$ cat src/rtl/cfwp_pkg.sv
`timescale 1ns / 1ps
package cfwp_pkg;

	localparam logic [31:0] PKT_MAGIC   = 32'h5734_3844;
	localparam logic [31:0] PKT_VERSION = 32'h0070_0101;
	localparam logic [31:0] CRC_POLY    = 32'hedb8_8320;
	localparam logic [31:0] CRC_ALL     = 32'hffff_ffff;
	localparam logic [31:0] STD_ID_MAX  = 32'h0000_07ff;
	localparam logic [31:0] EXT_ID_MAX  = 32'h1fff_ffff;
	localparam logic [4:0]  AREA_WORDS  = 5'd18;
	localparam logic [3:0]  HDR_LAST    = 4'd8;
	localparam int unsigned Q_DEPTH     = 2;
	localparam int unsigned Q_PTR_W     = $clog2(Q_DEPTH);
	localparam int unsigned Q_CNT_W     = $clog2(Q_DEPTH + 1);

	typedef struct packed {
		logic        command;
		logic [31:0] can_id;
		logic [7:0]  bus_channel;
		logic        is_extended;
		logic        is_fd;
		logic        bit_rate_switch;
		logic        is_remote;
		logic [7:0]  length_code;
		logic [7:0]  byte_count;
		logic [63:0] time_us;
		logic [31:0] seq_number;
		logic [31:0] payload_word;
	} cfwp_req_t;

	typedef struct packed {
		logic [31:0] packet_word;
		logic        rejected;
		logic        last_word;
	} cfwp_pkt_t;

	typedef enum logic [1:0] {
		K_REJECT,
		K_HEADER,
		K_DATA
	} cmd_kind_t;

	// For a header, close marks a frame with no payload; for data, the last payload word.
	typedef struct packed {
		cmd_kind_t   kind;
		logic        close;
		logic [31:0] data;
		logic [31:0] seq;
		logic [63:0] stamp;
		logic [31:0] id;
		logic [31:0] info;
	} cfwp_cmd_t;

	typedef enum logic [1:0] {
		B_IDLE,
		B_HDR,
		B_PAD,
		B_CRC
	} back_state_t;

	function automatic logic [7:0] dlc_bytes(input logic [3:0] dlc);
		logic [7:0] r;
		case (dlc)
			4'd9:    r = 8'd12;
			4'd10:   r = 8'd16;
			4'd11:   r = 8'd20;
			4'd12:   r = 8'd24;
			4'd13:   r = 8'd32;
			4'd14:   r = 8'd48;
			4'd15:   r = 8'd64;
			default: r = {4'd0, dlc};
		endcase
		return r;
	endfunction

	// Effect of one input bit on the register after 32 reflected shift steps.
	function automatic logic [31:0] crc_col(input int unsigned bit_idx);
		logic [31:0] c;
		c = 32'd1 << bit_idx;
		for (int k = 0; k < 32; k++) begin
			c = (c >> 1) ^ (c[0] ? CRC_POLY : 32'd0);
		end
		return c;
	endfunction

endpackage

$ cat src/rtl/cfwp_front.sv
`timescale 1ns / 1ps
module cfwp_front
	import cfwp_pkg::*;
(
	input  logic        clk,
	input  logic        arst_n,
	input  logic        req_valid,
	output logic        req_ready,
	input  cfwp_req_t   req,
	input  logic [63:0] session,
	input  logic        q_full,
	output logic        q_push,
	output cfwp_cmd_t   q_cmd
);

	logic       open_q;
	logic [6:0] bytes_q;
	logic       open_n;
	logic [6:0] bytes_n;
	logic       bad;
	logic [31:0] mask;
	logic [6:0] take;
	logic       accept;

	assign req_ready = !q_full;
	assign accept    = req_valid && req_ready;

	always_comb begin
		bad = (session == 64'd0) || req.is_remote || (req.bus_channel >= 8'd2) ||
		      (req.can_id > (req.is_extended ? EXT_ID_MAX : STD_ID_MAX)) ||
		      (!req.is_fd && (req.bit_rate_switch || (req.length_code > 8'd8))) ||
		      (req.length_code > 8'd15) ||
		      (req.byte_count != dlc_bytes(req.length_code[3:0]));
		case (bytes_q)
			7'd0:    mask = 32'h0000_0000;
			7'd1:    mask = 32'h0000_00ff;
			7'd2:    mask = 32'h0000_ffff;
			7'd3:    mask = 32'h00ff_ffff;
			default: mask = 32'hffff_ffff;
		endcase
		take = (bytes_q < 7'd4) ? bytes_q : 7'd4;

		q_push = 1'b0;
		open_n = open_q;
		bytes_n = bytes_q;
		q_cmd.kind  = K_REJECT;
		q_cmd.close = 1'b0;
		q_cmd.data  = req.payload_word & mask;
		q_cmd.seq   = req.seq_number;
		q_cmd.stamp = req.time_us;
		q_cmd.id    = req.can_id;
		q_cmd.info  = {req.byte_count, req.length_code, 5'd0, req.bit_rate_switch,
		               req.is_fd, req.is_extended, req.bus_channel};

		if (accept) begin
			if (!req.command) begin
				q_push = 1'b1;
				if (bad) begin
					q_cmd.kind = K_REJECT;
					open_n = 1'b0;
					bytes_n = 7'd0;
				end else begin
					q_cmd.kind  = K_HEADER;
					q_cmd.close = (req.byte_count == 8'd0);
					open_n  = (req.byte_count != 8'd0);
					bytes_n = req.byte_count[6:0];
				end
			end else if (open_q) begin
				q_push = 1'b1;
				q_cmd.kind  = K_DATA;
				bytes_n     = bytes_q - take;
				q_cmd.close = (bytes_n == 7'd0);
				open_n      = (bytes_n != 7'd0);
			end
		end
	end

	always_ff @(posedge clk or negedge arst_n) begin
		if (!arst_n) begin
			open_q  <= 1'b0;
			bytes_q <= 7'd0;
		end else begin
			open_q  <= open_n;
			bytes_q <= bytes_n;
		end
	end

endmodule

$ cat src/rtl/cfwp_queue.sv
`timescale 1ns / 1ps
module cfwp_queue
	import cfwp_pkg::*;
(
	input  logic      clk,
	input  logic      arst_n,
	input  logic      push,
	input  cfwp_cmd_t push_cmd,
	input  logic      pop,
	output logic      full,
	output logic      head_valid,
	output cfwp_cmd_t head
);

	cfwp_cmd_t            slot_q [Q_DEPTH];
	logic [Q_PTR_W-1:0]   wr_q;
	logic [Q_PTR_W-1:0]   rd_q;
	logic [Q_CNT_W-1:0]   count_q;
	logic                 do_pop;

	assign full       = (count_q == Q_CNT_W'(Q_DEPTH));
	assign head_valid = (count_q != '0);
	assign head       = slot_q[rd_q];
	assign do_pop     = pop && head_valid;

	always_ff @(posedge clk) begin
		if (push) begin
			slot_q[wr_q] <= push_cmd;
		end
	end

	always_ff @(posedge clk or negedge arst_n) begin
		if (!arst_n) begin
			wr_q    <= '0;
			rd_q    <= '0;
			count_q <= '0;
		end else begin
			if (push) begin
				wr_q <= (wr_q == Q_PTR_W'(Q_DEPTH - 1)) ? '0 : wr_q + 1'b1;
			end
			if (do_pop) begin
				rd_q <= (rd_q == Q_PTR_W'(Q_DEPTH - 1)) ? '0 : rd_q + 1'b1;
			end
			count_q <= count_q + Q_CNT_W'(push) - Q_CNT_W'(do_pop);
		end
	end

endmodule

$ cat src/rtl/cfwp_back.sv
`timescale 1ns / 1ps
module cfwp_back
	import cfwp_pkg::*;
(
	input  logic        clk,
	input  logic        arst_n,
	input  logic [63:0] session,
	input  logic        q_valid,
	input  cfwp_cmd_t   q_cmd,
	output logic        q_pop,
	output logic        pkt_valid,
	input  logic        pkt_ready,
	output cfwp_pkt_t   pkt
);

	back_state_t state_q, state_n;
	logic [3:0]  idx_q, idx_n;
	logic [4:0]  area_q, area_n;
	logic [31:0] crc_q, crc_n;
	cfwp_cmd_t   hdr_q;
	logic        hdr_load;
	logic        out_valid_q;
	cfwp_pkt_t   out_q;
	logic        slot_free;
	logic        emit;
	logic        upd;
	logic        crc_init;
	cfwp_pkt_t   word;
	logic [31:0] crc_mix;
	logic [31:0] crc_next;
	logic [31:0] col_term [32];
	logic [31:0] hdr_word;

	assign slot_free = !out_valid_q || pkt_ready;
	assign pkt_valid = out_valid_q;
	assign pkt       = out_q;

	assign crc_mix = (crc_init ? CRC_ALL : crc_q) ^ word.packet_word;

	for (genvar g = 0; g < 32; g++) begin : g_col
		localparam logic [31:0] COL = crc_col(g);
		assign col_term[g] = crc_mix[g] ? COL : 32'd0;
	end

	always_comb begin
		crc_next = 32'd0;
		for (int i = 0; i < 32; i++) begin
			crc_next = crc_next ^ col_term[i];
		end
	end

	always_comb begin
		case (idx_q)
			4'd1:    hdr_word = PKT_VERSION;
			4'd2:    hdr_word = session[31:0];
			4'd3:    hdr_word = session[63:32];
			4'd4:    hdr_word = hdr_q.seq;
			4'd5:    hdr_word = hdr_q.stamp[31:0];
			4'd6:    hdr_word = hdr_q.stamp[63:32];
			4'd7:    hdr_word = hdr_q.id;
			4'd8:    hdr_word = hdr_q.info;
			default: hdr_word = PKT_MAGIC;
		endcase
	end

	always_comb begin
		state_n  = state_q;
		idx_n    = idx_q;
		area_n   = area_q;
		q_pop    = 1'b0;
		emit     = 1'b0;
		upd      = 1'b0;
		crc_init = 1'b0;
		hdr_load = 1'b0;
		word     = '{packet_word: 32'd0, rejected: 1'b0, last_word: 1'b0};
		case (state_q)
			B_IDLE: begin
				if (slot_free && q_valid) begin
					q_pop = 1'b1;
					case (q_cmd.kind)
						K_REJECT: begin
							emit = 1'b1;
							word.rejected  = 1'b1;
							word.last_word = 1'b1;
						end
						K_HEADER: begin
							emit     = 1'b1;
							upd      = 1'b1;
							crc_init = 1'b1;
							hdr_load = 1'b1;
							word.packet_word = PKT_MAGIC;
							idx_n   = 4'd1;
							area_n  = AREA_WORDS;
							state_n = B_HDR;
						end
						K_DATA: begin
							emit = 1'b1;
							upd  = 1'b1;
							word.packet_word = q_cmd.data;
							area_n = area_q - 5'd1;
							if (q_cmd.close) begin
								state_n = (area_n == 5'd0) ? B_CRC : B_PAD;
							end
						end
						default: begin
						end
					endcase
				end
			end
			B_HDR: begin
				if (slot_free) begin
					emit = 1'b1;
					upd  = 1'b1;
					word.packet_word = hdr_word;
					idx_n = idx_q + 4'd1;
					if (idx_q == HDR_LAST) begin
						state_n = hdr_q.close ? B_PAD : B_IDLE;
					end
				end
			end
			B_PAD: begin
				if (slot_free) begin
					emit = 1'b1;
					upd  = 1'b1;
					area_n = area_q - 5'd1;
					if (area_q == 5'd1) begin
						state_n = B_CRC;
					end
				end
			end
			B_CRC: begin
				if (slot_free) begin
					emit = 1'b1;
					word.packet_word = crc_q ^ CRC_ALL;
					word.last_word   = 1'b1;
					state_n = B_IDLE;
				end
			end
			default: begin
				state_n = B_IDLE;
			end
		endcase
		if (upd) begin
			crc_n = crc_next;
		end else if (state_q == B_CRC && emit) begin
			crc_n = CRC_ALL;
		end else begin
			crc_n = crc_q;
		end
	end

	always_ff @(posedge clk) begin
		if (hdr_load) begin
			hdr_q <= q_cmd;
		end
		if (slot_free) begin
			out_q <= word;
		end
	end

	always_ff @(posedge clk or negedge arst_n) begin
		if (!arst_n) begin
			state_q     <= B_IDLE;
			idx_q       <= 4'd0;
			area_q      <= 5'd0;
			crc_q       <= CRC_ALL;
			out_valid_q <= 1'b0;
		end else begin
			state_q <= state_n;
			idx_q   <= idx_n;
			area_q  <= area_n;
			crc_q   <= crc_n;
			if (slot_free) begin
				out_valid_q <= emit;
			end
		end
	end

endmodule

$ cat src/rtl/can_frame_wire_packer.sv
`timescale 1ns / 1ps
// Checks CAN and CAN FD frame descriptors and packs each good frame into a 112-byte packet that
// leaves as 28 little-endian words ending in a reflected CRC-32 word, while a bad descriptor gives
// a single rejected word. Input words are taken one per cycle while the two-entry command queue
// has room, and packet words leave one per cycle while pkt_ready is high, so the output port sets
// the rate: a frame of up to 17 input words gives 28 packet words. The session number is written
// over the APB port at byte address 0 and must be nonzero for frames to pass.
module can_frame_wire_packer
	import cfwp_pkg::*;
(
	input  logic        clk,
	input  logic        arst_n,
	input  logic        psel,
	input  logic        penable,
	input  logic        pwrite,
	input  logic [3:0]  paddr,
	input  logic [63:0] pwdata,
	output logic [63:0] prdata,
	output logic        pready,
	input  logic        req_valid,
	output logic        req_ready,
	input  cfwp_req_t   req,
	output logic        pkt_valid,
	input  logic        pkt_ready,
	output cfwp_pkt_t   pkt
);

	logic [63:0] session_q;
	logic        q_full;
	logic        q_push;
	cfwp_cmd_t   q_push_cmd;
	logic        q_pop;
	logic        q_valid;
	cfwp_cmd_t   q_head;

	assign pready = 1'b1;
	assign prdata = paddr[3] ? 64'd0 : session_q;

	always_ff @(posedge clk or negedge arst_n) begin
		if (!arst_n) begin
			session_q <= 64'd0;
		end else if (psel && penable && pwrite && pready && !paddr[3]) begin
			session_q <= pwdata;
		end
	end

	cfwp_front u_front (
		.clk       (clk),
		.arst_n    (arst_n),
		.req_valid (req_valid),
		.req_ready (req_ready),
		.req       (req),
		.session   (session_q),
		.q_full    (q_full),
		.q_push    (q_push),
		.q_cmd     (q_push_cmd)
	);

	cfwp_queue u_queue (
		.clk        (clk),
		.arst_n     (arst_n),
		.push       (q_push),
		.push_cmd   (q_push_cmd),
		.pop        (q_pop),
		.full       (q_full),
		.head_valid (q_valid),
		.head       (q_head)
	);

	cfwp_back u_back (
		.clk       (clk),
		.arst_n    (arst_n),
		.session   (session_q),
		.q_valid   (q_valid),
		.q_cmd     (q_head),
		.q_pop     (q_pop),
		.pkt_valid (pkt_valid),
		.pkt_ready (pkt_ready),
		.pkt       (pkt)
	);

endmodule

$ cat config.mk
export PLATFORM = sky130hd
export DESIGN_NAME = can_frame_wire_packer
export DESIGN_NICKNAME = d
export VERILOG_FILES = /design/src/rtl/cfwp_pkg.sv /design/src/rtl/cfwp_front.sv /design/src/rtl/cfwp_queue.sv /design/src/rtl/cfwp_back.sv /design/src/rtl/can_frame_wire_packer.sv
export SDC_FILE = /design/constraint.sdc
export NUM_CORES = 1
export LEC_CHECK = 0
export ABC_AREA = 1
export ABC_CLOCK_PERIOD_IN_PS = 13700
export BUFFER_PORTS_ARGS = -buffer_cell sky130_fd_sc_hd__buf_4
export CORE_MARGIN = 1.5
export CORE_UTILIZATION = 47
export CTS_CLUSTER_SIZE = 30
export DETAILED_ROUTE_END_ITERATION = 12
export PLACE_DENSITY = 0.66
export SLEW_MARGIN = 15
export SYNTH_ARGS = -nofsm -noshare
export SYNTH_HDL_FRONTEND = slang
export SYNTH_SLANG_ARGS = --single-unit
$ cat constraint.sdc
create_clock -name clk -period 13.7 [get_ports clk]
set_input_delay 2.74 -clock clk [delete_from_list [all_inputs] [get_ports clk]]
set_output_delay 2.74 -clock clk [all_outputs]
set_load 0.03 [all_outputs]
==> impl_metrics.py <==
metrics = {
    "worst_hold_path": {
        "hold_path.class": "register to register",
    },
    "logic_synthesis": {
        "yosys_most_used_dff": "edfxtp_1",
        "syn_area_um2": 34990,
        "seq_area_frac_synth": 0.5761,
        "synthXorXnorAreaFrac": 0.03980,
        "syn-instance-count": 3903,
        "synth_compound_area_frac": 0.03075,
        "synth-adder-area-share": 0.01323,
        "yosys_warnings": 0,
        "synth-seq-cells": 690,
        "synth_mux_area_frac": 0,
        "synthArstFlopShare": 0.1739,
        "synth-simple-area-share": 0.2845,
        "synth-edff-count": 570,
        "synth.distinct_cells": 57,
        "synth_top_family_by_area": "simple AND/OR/NAND/NOR gates",
        "avgSynthCellArea_um2": 8.966,
    },
    "floorplan": {
        "fp.coreArea_um2": 73330,
        "die_y_um": 275.9,
        "start_util": 0.4772,
        "ios": 365,
        "rows": 99,
        "dieArea_um2": 76100,
        "die_x_um": 275.9,
    },
    "critical_path": {
        "cp_max_fo": 62,
        "critPathKind": "primary input to register",
        "slowest_stage": "buf_4",
        "crit_family": "simple AND/OR/NAND/NOR gates",
        "worstPathRequired_ns": 14.29,
        "cp_common_cell": "nand2_1",
        "crit_buf_inv": 8,
        "critPathArrivalTime_ns": 7.83,
        "start_kind": "primary input",
        "cp_cell_sequence": "buf_4 -> inv_1 -> nand2_2 -> buf_4 -> nand2_1 -> nor2_2 -> nand2_1 -> inv_6 -> buf_4 -> nor2_1 -> inv_1 -> nand3_1 -> nand2_2 -> nor2_1 -> o21ai_0 -> nand2_1 -> xor2_1 -> inv_1 -> nand2_1 -> nand3_1 -> nand2_1 -> inv_1",
        "cp-end-kind": "register",
        "slowest_delay_ns": 0.77,
    },
    "placement": {
        "port_buffers": 360,
        "place_congestion": 0.9824,
        "dpl_cell_area_um2": 38530,
        "dpl.hpwl_um": 79250,
    },
    "global_routing": {
        "grt_pass1_wl_um": 161100,
        "grt_use_total": 0.2903,
        "overflow": 0,
        "grt_pass1_vias": 25390,
        "grt_max_degree": 159,
        "grt_antenna_before_repair": 5,
    },
    "route": {
        "antenna_left": 0,
        "drcViolationCount": 0,
        "post_drt_wl_per_cell_um": 21.35,
        "num_vias": 28106,
        "dr.pass1.iters": 6,
        "routed_wl_um": 112300,
        "vias_per_cell": 5.342,
        "drt_iter0_drc": 3270,
    },
    "timing": {
        "fmax_ghz": 0.1382,
        "clock-skew-final_ns": 0.03342,
        "rsz0062_at_grt": "no",
        "fin_crit_sh": 0.5282,
        "setup-violations-final": 0,
        "finalCriticalPeriod_ns": 7.237,
        "holdWs_ns": 0.4994,
        "hold_viol_final": 0,
        "worst_pin_slew_ns": 1.219,
        "max_slew_margin": 0.1872,
        "setup_tns_ns": 0,
        "drv_slew": 0,
    },
    "clock_network": {
        "cts_buffers": 74,
        "hold_buffers": 0,
        "cts_tree": "yes",
        "cts_htree_levels": 3,
        "insertion_delay_ns": 0.65,
        "cts_sinks": 690,
        "root_buffer": "clkbuf_16",
        "cts_setup_buffers": 0,
        "cts_resized": 0,
        "cts.path.max_buffers": 3,
        "clkTransAtPathRegs_ns": 0.07,
    },
    "power": {
        "power_uw": 11080,
        "combPwrFrac": 0.554,
        "swShare": 0.4805,
        "peakVddDrop_mv": 0.1280,
        "clockPowerShare": 0.181,
        "leakage_uw": 0.01878,
        "power.density_nw_per_um2": 270.1,
        "seq_power_share": 0.265,
        "netSwitchingPower_uw": 5323,
        "p_int_uw": 5755,
    },
    "cells_and_area": {
        "fin_area_um2": 41020,
        "final_nets": 4538,
        "syn_to_final_growth_pct": 17.21,
        "drive_gt1_frac": 0.1564,
        "fillCellCount": 6522,
    },
    "run_status": {
        "status": "complete, no violations",
    },
    "job": {
        "drv_cap": 0,
    },
}
## kinds of logic (layout without fill, tap and decap cells)
group,after synthesis,after routing
buf+inv,481,875
xor+xnor,141,141
fa+ha+maj,37,37
other cells,1,6
flops,690,690
simple gates,2362,2362
compound gates,191,191
## path summary, 6_finish.rpt
kind,from,to,slack [ns],cells after the start
setup / recovery,pkt_ready,u_back.crc_q[12],6.46,22
hold / removal,u_queue.slot_q[0][110],u_back.hdr_q[115],0.50,2
setup reg to reg,u_queue.rd_q,u_back.crc_q[12],7.48,20
hold reg to reg,u_queue.slot_q[0][110],u_back.hdr_q[115],0.50,2
max in group asynchronous,arst_n,session_q[17],9.95,3
min in group asynchronous,arst_n,u_back.pkt_valid,2.11,1
## routing by layer
metal  vias up  track usage  share of wire
li1      13364            -              -
met3       174      0.05568          0.090
met2      1275       0.4616           0.46
met4         4       0.1087          0.035
met1     13289       0.3952           0.41
met5         -            0        0.00021
## synthesized netlist by cell type (7+ instances only)
master	n	area, µm²
nand2_1	1459	5477
edfxtp_1	570	17120
nor2_1	394	1479
inv_1	343	1287
nand3_1	273	1366
a21oi_1	101	505.5
dfrtp_1	88	2202
nand4_1	84	525.5
xor2_1	79	691.9
clkbuf_1	77	289.0
nand2_2	53	331.6
o21ai_0	47	235.2
xnor2_1	47	411.6
ha_1	37	462.9
dfstp_2	32	840.8
or2_2	32	200.2
buf_2	29	145.1
nand2_4	12	135.1
nand3b_1	12	90.09
nor4_1	12	75.07
buf_4	10	75.07
nor3_1	9	45.04
buf_6	8	90.09
inv_2	8	30.03
xor2_2	7	113.9
## placed cells by master, fill, tap and decap left out, types with 4 or more instances in the layout
master / Yosys / final
a21oi_1: 101 / 100
a22oi_1: 6 / 6
a31oi_1: 5 / 5
buf_4: 10 / 383
bufinv_16: 0 / 5
clkbuf_1: 77 / 18
clkbuf_16: 0 / 75
clkbuf_8: 0 / 4
clkinv_1: 0 / 8
clkinv_2: 0 / 16
clkinvlp_4: 0 / 5
dfrtp_1: 88 / 87
dfstp_2: 32 / 32
diode_2: 0 / 4
edfxtp_1: 570 / 570
ha_1: 37 / 37
inv_1: 343 / 343
inv_2: 8 / 6
nand2_1: 1459 / 1459
nand2_2: 53 / 53
nand2_4: 12 / 12
nand3_1: 273 / 273
nand3_2: 6 / 6
nand3b_1: 12 / 12
nand4_1: 84 / 84
nor2_1: 394 / 392
nor2_4: 4 / 7
nor3_1: 9 / 9
nor4_1: 12 / 12
o211ai_1: 6 / 6
o21ai_0: 47 / 47
o2bb2ai_1: 6 / 6
or2_2: 32 / 32
xnor2_1: 47 / 47
xnor2_2: 4 / 4
xor2_1: 79 / 79
xor2_2: 7 / 7
## power by group through the flow
stage | clock network, µW | registers (µW) | logic [µW]
CTS | 2030 | 2930 | 6010
global route | 2120 | 2960 | 6760
global placement | 0 | 2960 | 5900
detailed placement | 0 | 2970 | 5980
finish | 2010 | 2930 | 6140
floorplan | 0 | 3000 | 4330
## per-stage QoR
| step | util | worst slack, ns | instances |
|---|---|---|---|
| final | 0.5593 | 6.463 | 5261 |
| after global routing | 0.5593 | 6.067 | 5260 |
| after CTS | 0.5587 | 6.557 | 5256 |
| after detailed placement | 0.5255 | 5.903 | 5119 |
| after global placement | 0.5255 | 5.922 | 5119 |
| after floorplan | - | 1.441 | 3904 |
## registers in the layout, indices dropped and copies added (netlist names), 4 cells and up
register,count
u_back.crc_q,32
u_back.idx_q,4
u_queue.slot_q,380
session_q,64
u_back.pkt,34
u_front.bytes_q,7
u_back.hdr_q,156
u_back.area_q,5
## cell type report
cell class / instances / area [µm²] / area share
sequential: 690 / 20160 / 0.4916
multi-input combinational: 2733 / 12930 / 0.3152
timing repair buffer: 386 / 2943 / 0.07175
clock buffer: 97 / 1999 / 0.04875
inverter: 352 / 1334 / 0.03252
tap: 959 / 1200 / 0.02925
clock inverter: 40 / 440.4 / 0.01074
antenna: 4 / 10.01 / 0.0002440
## tightest hold or removal path: cells and delay by family (launching register included)
kind	cells	cell delay, ns
DFF	1	0.31
and+or+nand+nor	2	0.09
(Power assumes the default switching activity.)
